===== config.mk =====
export PLATFORM = sky130hd
export DESIGN_NAME = joystick_packet_parser
export DESIGN_NICKNAME = d
export VERILOG_FILES = /design/src/rtl/core/jpp_pkg.sv /design/src/rtl/core/jpp_regs.sv /design/src/rtl/core/jpp_field.sv /design/src/rtl/core/joystick_packet_parser.sv
export SDC_FILE = /design/constraint.sdc
export NUM_CORES = 1
export LEC_CHECK = 0
export BUFFER_PORTS_ARGS = -buffer_cell sky130_fd_sc_hd__buf_2
export CORE_UTILIZATION = 30
export DETAILED_ROUTE_END_ITERATION = 10
export GPL_ROUTABILITY_DRIVEN = 1
export SKIP_LAST_GASP = 1
export SYNTH_ARGS = -nofsm -noshare
export SYNTH_HDL_FRONTEND = slang
export SYNTH_SLANG_ARGS = --single-unit

===== constraint.sdc =====
create_clock -name clk -period 7.6 [get_ports clk]
set_input_delay 0.76 -clock clk [delete_from_list [all_inputs] [get_ports clk]]
set_output_delay 0.76 -clock clk [all_outputs]
set_load 0.01 [all_outputs]

===== src/rtl/core/jpp_pkg.sv =====
package jpp_pkg;

  // Packet delimiters and the digit base
  localparam logic [7:0] CHAR_OPEN  = 8'h3C;  // '<'
  localparam logic [7:0] CHAR_COMMA = 8'h2C;  // ','
  localparam logic [7:0] CHAR_CLOSE = 8'h3E;  // '>'
  localparam logic [7:0] CHAR_ZERO  = 8'h30;  // '0', also the mode offset
  localparam logic [7:0] CHAR_NINE  = 8'h39;  // '9'
  localparam logic [7:0] CHAR_PLUS  = 8'h2B;  // '+'
  localparam logic [7:0] CHAR_MINUS = 8'h2D;  // '-'
  localparam logic [7:0] CHAR_SPACE = 8'h20;
  localparam logic [7:0] CHAR_TAB   = 8'h09;  // first of the control whitespace run
  localparam logic [7:0] CHAR_CR    = 8'h0D;  // last of the control whitespace run

  // Configuration register map
  localparam int unsigned CFG_ADDR_W    = 3;
  localparam logic        REG_FREE_MODE = 1'b0;   // word index of free_mode_code
  localparam logic [7:0]  FREE_MODE_RST = 8'd1;

  // Widths of the result word
  localparam int unsigned AXIS_W     = 16;
  localparam int unsigned MODE_W     = 8;
  localparam int unsigned OUT_DATA_W = 48;

  // Conversion phase of the field being collected
  typedef enum logic [1:0] {
    PH_SPACE  = 2'd0,   // skipping leading whitespace
    PH_SIGN   = 2'd1,   // sign taken, digits expected
    PH_DIGITS = 2'd2,   // inside the digit run
    PH_STOP   = 2'd3    // conversion finished
  } field_phase_t;

  // Per-byte control from the decoder to the field unit
  typedef struct packed {
    logic       take;      // store one character of the field
    logic       clear;     // restart the field empty
    logic [7:0] rx_byte;
  } field_ctl_t;

endpackage


===== src/rtl/core/jpp_regs.sv =====
module jpp_regs (
  input  logic                             clk,
  input  logic                             rst_n,
  input  logic                             cfg_psel,
  input  logic                             cfg_penable,
  input  logic                             cfg_pwrite,
  input  logic [jpp_pkg::CFG_ADDR_W-1:0]   cfg_paddr,
  input  logic [31:0]                      cfg_pwdata,
  output logic [31:0]                      cfg_prdata,
  output logic                             cfg_pready,
  output logic [jpp_pkg::MODE_W-1:0]       free_mode
);
  import jpp_pkg::*;

  logic [MODE_W-1:0] free_mode_r;
  logic              wr_en;
  logic              reg_idx;

  assign reg_idx    = cfg_paddr[CFG_ADDR_W-1];
  assign cfg_pready = 1'b1;
  assign wr_en      = cfg_psel & cfg_penable & cfg_pwrite & cfg_pready
                      & (reg_idx == REG_FREE_MODE);

  // register write
  always_ff @(posedge clk) begin
    if (!rst_n) begin
      free_mode_r <= FREE_MODE_RST;
    end else if (wr_en) begin
      free_mode_r <= cfg_pwdata[MODE_W-1:0];
    end
  end

  // readback
  always_comb begin
    cfg_prdata = '0;
    if (reg_idx == REG_FREE_MODE) begin
      cfg_prdata = {{(32-MODE_W){1'b0}}, free_mode_r};
    end
  end

  assign free_mode = free_mode_r;

endmodule


===== src/rtl/core/jpp_field.sv =====
module jpp_field #(
  parameter int unsigned FIELD_CHARS = 10
) (
  input  logic                         clk,
  input  logic                         rst_n,
  input  jpp_pkg::field_ctl_t          ctl,
  output logic [jpp_pkg::AXIS_W-1:0]   value
);
  import jpp_pkg::*;

  localparam int unsigned CNT_W = (FIELD_CHARS > 2) ? $clog2(FIELD_CHARS) : 1;

  logic [CNT_W-1:0]  count_r, count_nxt;
  logic [AXIS_W-1:0] acc_r, acc_nxt;
  logic              neg_r, neg_nxt;
  field_phase_t      phase_r, phase_nxt;

  logic              is_digit;
  logic              is_space;
  logic [3:0]        digit;
  logic [AXIS_W-1:0] acc_x10;
  logic [CNT_W:0]    count_inc;

  // character classes
  assign is_digit = (ctl.rx_byte >= CHAR_ZERO) && (ctl.rx_byte <= CHAR_NINE);
  assign is_space = (ctl.rx_byte == CHAR_SPACE) ||
                    ((ctl.rx_byte >= CHAR_TAB) && (ctl.rx_byte <= CHAR_CR));
  assign digit    = 4'(ctl.rx_byte - CHAR_ZERO);

  // acc * 10 as two shifts, wrapping in 16 bits
  assign acc_x10   = (acc_r << 3) + (acc_r << 1);
  assign count_inc = {1'b0, count_r} + 1'b1;

  // one conversion step per stored character
  always_comb begin
    count_nxt = count_r;
    acc_nxt   = acc_r;
    neg_nxt   = neg_r;
    phase_nxt = phase_r;
    if (ctl.clear) begin
      count_nxt = '0;
      acc_nxt   = '0;
      neg_nxt   = 1'b0;
      phase_nxt = PH_SPACE;
    end else if (ctl.take) begin
      unique case (phase_r)
        PH_SPACE: begin
          priority if (is_space) begin
            phase_nxt = PH_SPACE;
          end else if (ctl.rx_byte == CHAR_PLUS) begin
            phase_nxt = PH_SIGN;
          end else if (ctl.rx_byte == CHAR_MINUS) begin
            neg_nxt   = 1'b1;
            phase_nxt = PH_SIGN;
          end else if (is_digit) begin
            acc_nxt   = {{(AXIS_W-4){1'b0}}, digit};
            phase_nxt = PH_DIGITS;
          end else begin
            phase_nxt = PH_STOP;
          end
        end
        PH_SIGN, PH_DIGITS: begin
          if (is_digit) begin
            acc_nxt   = acc_x10 + {{(AXIS_W-4){1'b0}}, digit};
            phase_nxt = PH_DIGITS;
          end else begin
            phase_nxt = PH_STOP;
          end
        end
        PH_STOP: begin
          phase_nxt = PH_STOP;
        end
        default: begin
          phase_nxt = PH_STOP;
        end
      endcase
      // buffer full: the field restarts empty
      if (count_inc >= (CNT_W+1)'(FIELD_CHARS)) begin
        count_nxt = '0;
        acc_nxt   = '0;
        neg_nxt   = 1'b0;
        phase_nxt = PH_SPACE;
      end else begin
        count_nxt = count_inc[CNT_W-1:0];
      end
    end
  end

  always_ff @(posedge clk) begin
    if (!rst_n) begin
      count_r <= '0;
      acc_r   <= '0;
      neg_r   <= 1'b0;
      phase_r <= PH_SPACE;
    end else begin
      count_r <= count_nxt;
      acc_r   <= acc_nxt;
      neg_r   <= neg_nxt;
      phase_r <= phase_nxt;
    end
  end

  // signed value of the field so far
  assign value = neg_r ? (AXIS_W'(0) - acc_r) : acc_r;

endmodule


===== src/rtl/core/joystick_packet_parser.sv =====
// Joystick packet parser.
// Bytes of a serial stream enter on the in_ channel, one byte per word in
// in_tdata[7:0]. Packets of the form <x,y> set the x and y axes by a decimal
// conversion with optional whitespace and sign, wrapping in 16 bits. A byte
// outside a packet that is not '<', ',' or '>' sets the mode to byte minus
// 48 and raises mode_ack; x and y are cleared unless that mode equals the
// free_mode_code register. Every accepted byte gives exactly one word on the
// out_ channel carrying the axes, mode and ack after that byte.
// An accepted byte is held in the input register, and its result goes into
// the output register once that register is free. Throughput is one byte per
// cycle while out_tready is high; the single conversion step (multiply by ten
// and add) sits between those two registers.
// When out_tready is low the result word holds, the input register holds
// one more byte, and in_tready then drops until the output drains.
// Reset (rst_n low, synchronous) empties both registers, clears the parser
// state, the axes and the mode, and sets free_mode_code to 1.
// The free_mode_code register sits at byte address 0 of the cfg_ port.
module joystick_packet_parser #(
  parameter int unsigned FIELD_CHARS = 10
) (
  input  logic                               clk,
  input  logic                               rst_n,
  // in_tdata: [7:0] rx_byte
  input  logic                               in_tvalid,
  output logic                               in_tready,
  input  logic [7:0]                         in_tdata,
  // out_tdata: [15:0] x_axis, [31:16] y_axis, [39:32] mode_value,
  //            [40] mode_ack, [47:41] zero
  output logic                               out_tvalid,
  input  logic                               out_tready,
  output logic [jpp_pkg::OUT_DATA_W-1:0]     out_tdata,
  input  logic                               cfg_psel,
  input  logic                               cfg_penable,
  input  logic                               cfg_pwrite,
  input  logic [jpp_pkg::CFG_ADDR_W-1:0]     cfg_paddr,
  input  logic [31:0]                        cfg_pwdata,
  output logic [31:0]                        cfg_prdata,
  output logic                               cfg_pready
);
  import jpp_pkg::*;

  logic [MODE_W-1:0] free_mode;

  // input register
  logic       in_valid_r;
  logic [7:0] in_byte_r;
  logic       out_free;
  logic       proc_fire;

  // parser state
  logic              collecting_r, collecting_nxt;
  logic [AXIS_W-1:0] x_r, x_nxt;
  logic [AXIS_W-1:0] y_r, y_nxt;
  logic [MODE_W-1:0] mode_r, mode_nxt;
  logic              ack_nxt;
  logic [AXIS_W-1:0] field_value;
  field_ctl_t        fctl;

  // output register
  logic                  out_valid_r;
  logic [OUT_DATA_W-1:0] out_data_r;

  logic is_open, is_comma, is_close;

  jpp_regs u_regs (
    .clk         (clk),
    .rst_n       (rst_n),
    .cfg_psel    (cfg_psel),
    .cfg_penable (cfg_penable),
    .cfg_pwrite  (cfg_pwrite),
    .cfg_paddr   (cfg_paddr),
    .cfg_pwdata  (cfg_pwdata),
    .cfg_prdata  (cfg_prdata),
    .cfg_pready  (cfg_pready),
    .free_mode   (free_mode)
  );

  // pipeline flow
  assign out_free  = !out_valid_r || out_tready;
  assign proc_fire = in_valid_r && out_free;
  assign in_tready = !in_valid_r || out_free;

  always_ff @(posedge clk) begin
    if (!rst_n) begin
      in_valid_r <= 1'b0;
    end else if (in_tready) begin
      in_valid_r <= in_tvalid;
    end
  end

  always_ff @(posedge clk) begin
    if (in_tready && in_tvalid) begin
      in_byte_r <= in_tdata;
    end
  end

  // byte decode
  assign is_open  = (in_byte_r == CHAR_OPEN);
  assign is_comma = (in_byte_r == CHAR_COMMA);
  assign is_close = (in_byte_r == CHAR_CLOSE);

  assign fctl.rx_byte = in_byte_r;
  assign fctl.clear   = proc_fire && (is_comma || is_close);
  assign fctl.take    = proc_fire && collecting_r && !is_open && !is_comma && !is_close;

  jpp_field #(
    .FIELD_CHARS (FIELD_CHARS)
  ) u_field (
    .clk   (clk),
    .rst_n (rst_n),
    .ctl   (fctl),
    .value (field_value)
  );

  // axis and mode update
  always_comb begin
    collecting_nxt = collecting_r;
    x_nxt          = x_r;
    y_nxt          = y_r;
    mode_nxt       = mode_r;
    ack_nxt        = 1'b0;
    priority if (is_open) begin
      collecting_nxt = 1'b1;
    end else if (is_comma) begin
      x_nxt = field_value;
    end else if (is_close) begin
      y_nxt          = field_value;
      collecting_nxt = 1'b0;
    end else if (collecting_r) begin
      ack_nxt = 1'b0;
    end else begin
      mode_nxt = in_byte_r - CHAR_ZERO;
      ack_nxt  = 1'b1;
      if (mode_nxt != free_mode) begin
        x_nxt = '0;
        y_nxt = '0;
      end
    end
  end

  always_ff @(posedge clk) begin
    if (!rst_n) begin
      collecting_r <= 1'b0;
      x_r          <= '0;
      y_r          <= '0;
      mode_r       <= '0;
    end else if (proc_fire) begin
      collecting_r <= collecting_nxt;
      x_r          <= x_nxt;
      y_r          <= y_nxt;
      mode_r       <= mode_nxt;
    end
  end

  // result register
  always_ff @(posedge clk) begin
    if (!rst_n) begin
      out_valid_r <= 1'b0;
    end else if (out_free) begin
      out_valid_r <= in_valid_r;
    end
  end

  always_ff @(posedge clk) begin
    if (proc_fire) begin
      out_data_r <= {{(OUT_DATA_W-2*AXIS_W-MODE_W-1){1'b0}},
                     ack_nxt, mode_nxt, y_nxt, x_nxt};
    end
  end

  assign out_tvalid = out_valid_r;
  assign out_tdata  = out_data_r;

  // a processed byte always leaves a result word behind
  a_fire_gives_result: assert property (@(posedge clk) disable iff (!rst_n)
    proc_fire |=> out_valid_r)
    else $error("processed byte produced no result word");

  // the input side only stalls behind a held byte
  a_stall_cause: assert property (@(posedge clk) disable iff (!rst_n)
    !in_tready |-> (in_valid_r && out_valid_r && !out_tready))
    else $error("input stalled without a held byte");

  // a mode change away from free mode clears both axes
  a_mode_clears_axes: assert property (@(posedge clk) disable iff (!rst_n)
    (proc_fire && ack_nxt && (mode_nxt != free_mode)) |=>
      (out_data_r[2*AXIS_W-1:0] == '0))
    else $error("axes not cleared on mode change");

  // the result word mirrors the parser state it was taken from
  a_word_matches_state: assert property (@(posedge clk) disable iff (!rst_n)
    proc_fire |=> (out_data_r[AXIS_W-1:0] == x_r) &&
                  (out_data_r[2*AXIS_W-1:AXIS_W] == y_r) &&
                  (out_data_r[2*AXIS_W+MODE_W-1:2*AXIS_W] == mode_r))
    else $error("result word differs from parser state");

endmodule


# After elaboration in Yosys (flattened, before gate mapping)
# Index checks and enable logic that the tools add are counted.
# word_totals
output_inout_bits	83
mem_count	0
ff_bits	123
latchBits	0
mem_bits_ro	0
mem_bits_rw	0
# classes
order_cmp	5
n_shift	0
eq_ne	18
add_sub_neg	5
n_div	0
n_bitwise	5
n_mux	39
reduce_logical	29
mul	0
# ops
cell	n
$mux 16	17
$eq 8x6->1 const B	6
$mux 8	5
$pmux 16 s2	1
$add 16x16->16	1
$add 16x4->16	1
$sub 1x16->16 const A	1
$mux 1	10
$logic_and 1x1->1	9
$ne 3x3->1 const B	3
$ge 8x4->1 const B	1
$ge 8x6->1 const B	1
$le 8x4->1 const B	1
$le 8x6->1 const B	1
$mux 2	4
$ne 8x8->1	1
$sub 8x6->8 const B	1
$reduce_and 7->1	1
$ne 2x2->1 const B	3
$ne 3x1->1 const B	2
$pmux 2 s3	1
$reduce_bool 2->1	3
$add 4x1->5 const B	1
$ge 5x4->1 const B	1
13 further kinds	25

# Logic depth before layout (Yosys ltp)
# depth
ltp_word	8
depth_mapped	11
mapped_depth_nobuf	10

# Modules after synthesis
# A second synthesis with hierarchy kept.
# hier_totals
hier_cells	670
area_unflattened_um2	6885.4
# modules_own_cells
module	instances	area_per_inst_um2	cells_per_inst
joystick_packet_parser	1	4013.8	333
jpp_field	1	2275.9	267
jpp_regs	1	595.6	70

# Worst setup path before layout
# Ideal clock, no wire load.
# synth_path
path_type	input to register
startpoint	in out_tready
endpoint	reg u_field.acc_r[12]
setup_slack_ps	4455
setup_time_ps	117
t_arrival_ps	3028
stages	9
path_cell_list	nor2b_1 > nand2b_1 > buf_2 > inv_1 > and3_1 > clkbuf_1 > o31ai_4 > and2_2 > a22o_1
# synth_between
elab_chain_cells	7
elab_cells_between_ends	9
classes_between	reduce/logical: 9
# synth_rtl
element	line	rtl
start, declared	joystick_packet_parser.sv:30	input logic out_tready,
$logic_or 1x1->1 *	joystick_packet_parser.sv:79	assign out_free = !out_valid_r || out_tready;
$logic_and 1x1->1 *	joystick_packet_parser.sv:80	assign proc_fire = in_valid_r && out_free;
named net proc_fire	joystick_packet_parser.sv:48	logic proc_fire;
$logic_and 1x1->1 (4 in a row)	joystick_packet_parser.sv:104	assign fctl.take = proc_fire && collecting_r && !is_open && !is_comma && !is_close;
$reduce_and 7->1 (no source line)	--	
end signal, assigned	jpp_field.sv:97	acc_r <= acc_nxt;
end, declared	jpp_field.sv:14	logic [AXIS_W-1:0] acc_r, acc_nxt;
# The timed path passes the listed nets; every way through them passes the cells marked *.
# A chain may end at the register's enable or synchronous reset.

# Final worst setup path
# layout_path
startpoint	reg in_byte_r[3]
endpoint	reg u_field.acc_r[14]
# layout_between
elab_chain_cells	6
elab_cells_between_ends	33
classes_between	add/sub: 2; order compare: 4; eq/ne: 11; mux: 3; reduce/logical: 13
# layout_rtl
element	line	rtl
start, declared	joystick_packet_parser.sv:46	logic [7:0] in_byte_r;
start signal, assigned	joystick_packet_parser.sv:93	in_byte_r <= in_tdata;
branches (longest 6 deep; another with $add 16x4->16)	--	
# Several ways; the timed one is not identified. The select of a mux whose other input is x is not followed.

==> flow_summary.ini <==
[pwr]
p_per_area_mw_per_mm2 = 206.3
ir_drop_mv = 0.1394
p_total_uw = 1603
power_leakage_uw = 0.003033

[sta]
rsz0062_at_grt = false
finalSetupTns_ns = 0
setup_viol = 0
hold_viol_final = 0
tightestPinTransition_ns = 1.208
fin_crit_sh_pct = 43.33
maxSlewViolCount = 0
slew_headroom_pct = 19.48
period_needed_ns = 3.293
finalClockSkew_ns = 0.008939
fmax_mhz = 303.7

[final_layout]
finalNonFillerCells = 1040
drive_gt1_share_pct = 16.84
final_common_cell = nand2_1
final_cell_mix = 78 x nand2_1, 74 x dfxtp_1, 74 x buf_2, 67 x o21ai_0, 49 x edfxtp_1
syn_to_final_growth_pct = 15.77
fillerInstances = 2256
layout.nets = 834
diodes = 0

[worst_setup_path]
rr_worst_depth = 9
critPathRequiredTime_ns = 7.91
worstPathArrival_ns = 3.60
start_kind = register
critical_path_class = register to register
rr_startpoint = in_byte_r[3]$_DFFE_PP_
cp_slowest_cell = edfxtp_1
r2r_setup_slack_ns = 4.31
cp_cell_sequence = inv_1 -> fa_1 -> fa_1 -> nand2b_1 -> a21oi_1 -> o2111ai_1 -> a311oi_1 -> xor2_1 -> a22o_1
crit_path_max_incr_delay_ns = 0.59
crit_path_frequent_cell = fa_1
crit_fanout = 10
worst_setup_path_end_kind = register
r2r_end = u_field.acc_r[14]$_SDFFE_PP0P_
critPathTopFamily = compound AO/OA/AOI/OAI gates
cp_num_buf_inv = 1

[drt]
m1WireLength_um = 6779
first_pass_iters = 4
drc = 0
met2_length_um = 7126
drtIter0Drc = 203
met3_length_um = 584
maxUsedRoutingLayer = met4
routed_wl_um = 14700
final_antenna_net_count = 0
routedWlPerCell_um = 14.14
vias = 5087
via_per_inst = 4.891

[synth]
synth_edf_count = 49
syn_area_per_cell_sq_um = 9.826
synth_cell_types = 76
ys_warn_count = 0
ys.flop_type = dfxtp_1
async_flop_share_pct = 0
syn_inst = 683
ys_ff_latch = 123
ys_seq_area_share_pct = 44.00
synth_area_sq_mm = 0.006711

[global_route]
antenna_found_initial = 0
grt_max_degree = 48
grt.total_usage_pct = 13.68
grt_pass1_wl_um = 24340
grt_overflow = 0
grt_pass1_vias = 4791

[clocking]
clk_pin_slew_ns = 0.06
cts_tree = built
htree_levels = 4
cts-root-buf = clkbuf_16
cts_sinks = 123
clk_latency_ns = 0.42
post_cts_buffers = 0
cts_hold_buf = 0
cts_made_buffers = 17
clock_path_buffers = 2
post_cts_resized = 0

[floorplanning]
die_h_um = 151.6
row_count = 54
io_pins = 133
core_area_sq_mm = 0.02189
dieArea_sq_mm = 0.02297
die_w_um = 151.6
start_util_pct = 30.66

[job]
cap_violations = 0

[run_status]
status = finished, final reports clean

[place]
gp_congestion = 0.8265
io_buffers = 74
placed_cells = 1008
place_hpwl_um = 10380

[min_path]
worstHoldPathCells = 1
holdPathEnd = y_r[8]$_SDFFE_PN0P_
hold_path_class = register to register
worstHoldStart = y_r[8]$_SDFFE_PN0P_
## power by group
part,internal (uW),switching [uW],leakage [uW]
logic,28.5,50.9,0.00168
registers,701,10.7,0.00107
clock network,498,314,0.000282
total,1230,376,0.00303
## cells in the mapped netlist (all sizes together), types with 3 or more instances
library cell	n	area, sq um
o21ai	67	335.3
nor2b	19	118.9
o2111ai	3	26.28
nand3b	3	22.52
o2bb2ai	13	113.9
xor2	24	210.2
mux2	4	45.04
ha	35	437.9
o211a	4	40.04
a21oi	24	120.1
a21boi	28	232.7
clkbuf	15	57.55
nand2	79	299.0
o31ai	15	126.4
nor4	3	25.02
xnor2	12	105.1
nor3	8	40.04
buf	47	341.6
o21a	3	22.52
edfxtp	49	1471
or4	3	26.27
a211oi	7	52.55
o41ai	4	35.03
nand4	6	37.54
mux2i	7	70.07
nand3	18	90.09
dfxtp	74	1481
a41oi	3	26.28
nor2	25	101.4
or2	3	21.28
inv	19	71.31
nand2b	12	75.07
a22oi	7	52.55
and3	3	20.02
or3	3	18.77
## kinds of logic (layout without fill, tap and decap cells)
group,count (synthesis),after routing,synth area share (%)
simple gates,197,197,14.86
compound gates,195,195,20.15
flops,123,123,44.00
buf+inv,81,128,7.009
fa+ha+maj,37,37,7.122
xor+xnor,37,37,5.033
mux,11,11,1.715
other cells,2,32,0.1119
## per-layer routing
metal / up-vias / GRT usage (%)
li1: 2560 / -
met1: 2414 / 17.39
met2: 97 / 22.56
met3: 16 / 2.934
met4: 0 / 5.297
met5: - / 0
## worst max path at each step
stage                           startpoint                             end  slack (ns)  cells past startpoint
detailed placement              out_tready             y_r[6]$_SDFFE_PN0P_        3.83                      9
floorplan                       out_tready  u_field.acc_r[12]$_SDFFE_PP0P_        4.45                      9
finish              in_byte_r[3]$_DFFE_PP_  u_field.acc_r[14]$_SDFFE_PP0P_        4.31                      9
global route                    out_tready             y_r[4]$_SDFFE_PN0P_        4.01                      9
global placement                out_tready             y_r[5]$_SDFFE_PN0P_        3.88                      9
CTS                             out_tready             y_r[6]$_SDFFE_PN0P_        4.27                      9
## sequential cells by signal (all words and copies together), names as in the netlist, 2 cells and up
register / cells
in_byte_r: 8
mode_r: 8
out_tdata: 41
u_field.acc_r: 16
u_field.count_r: 4
u_field.phase_r: 2
u_regs.free_mode: 8
x_r: 16
y_r: 16
## final cells by class
class	count	area [sq um]	area share, %
Multi-Input combinational cell	509	3401	43.77
Clock buffer	18	439.2	5.652
Inverter	19	71.32	0.9179
Timing Repair Buffer	77	392.9	5.056
Tap cell	280	350.3	4.509
Clock inverter	14	162.7	2.093
Sequential cell	123	2953	38.00
## per-stage QoR
| step | setup slack (ns) | hold slack (ns) | cell area (sq um) | util [%] |
|---|---|---|---|---|
| floorplan | 4.455 | 0.4322 | 6824 | - |
| global placement | 3.878 | 0.4435 | 7168 | 32.74 |
| detailed placement | 3.826 | 0.4461 | 7168 | 32.74 |
| CTS | 4.270 | 0.4646 | 7770 | 35.49 |
| global route | 4.010 | 0.4822 | 7770 | 35.49 |
| finish | 4.307 | 0.4615 | 7770 | 35.49 |
## worst register-to-register path, cell delays in order (launching register included)
cell and delay [ns]:
edfxtp_1 0.59, inv_1 0.19, fa_1 0.53, fa_1 0.47, nand2b_1 0.18, a21oi_1 0.35, o2111ai_1 0.23, a311oi_1 0.33
xor2_1 0.12, a22o_1 0.21
Power figures use the tool's default switching activity.
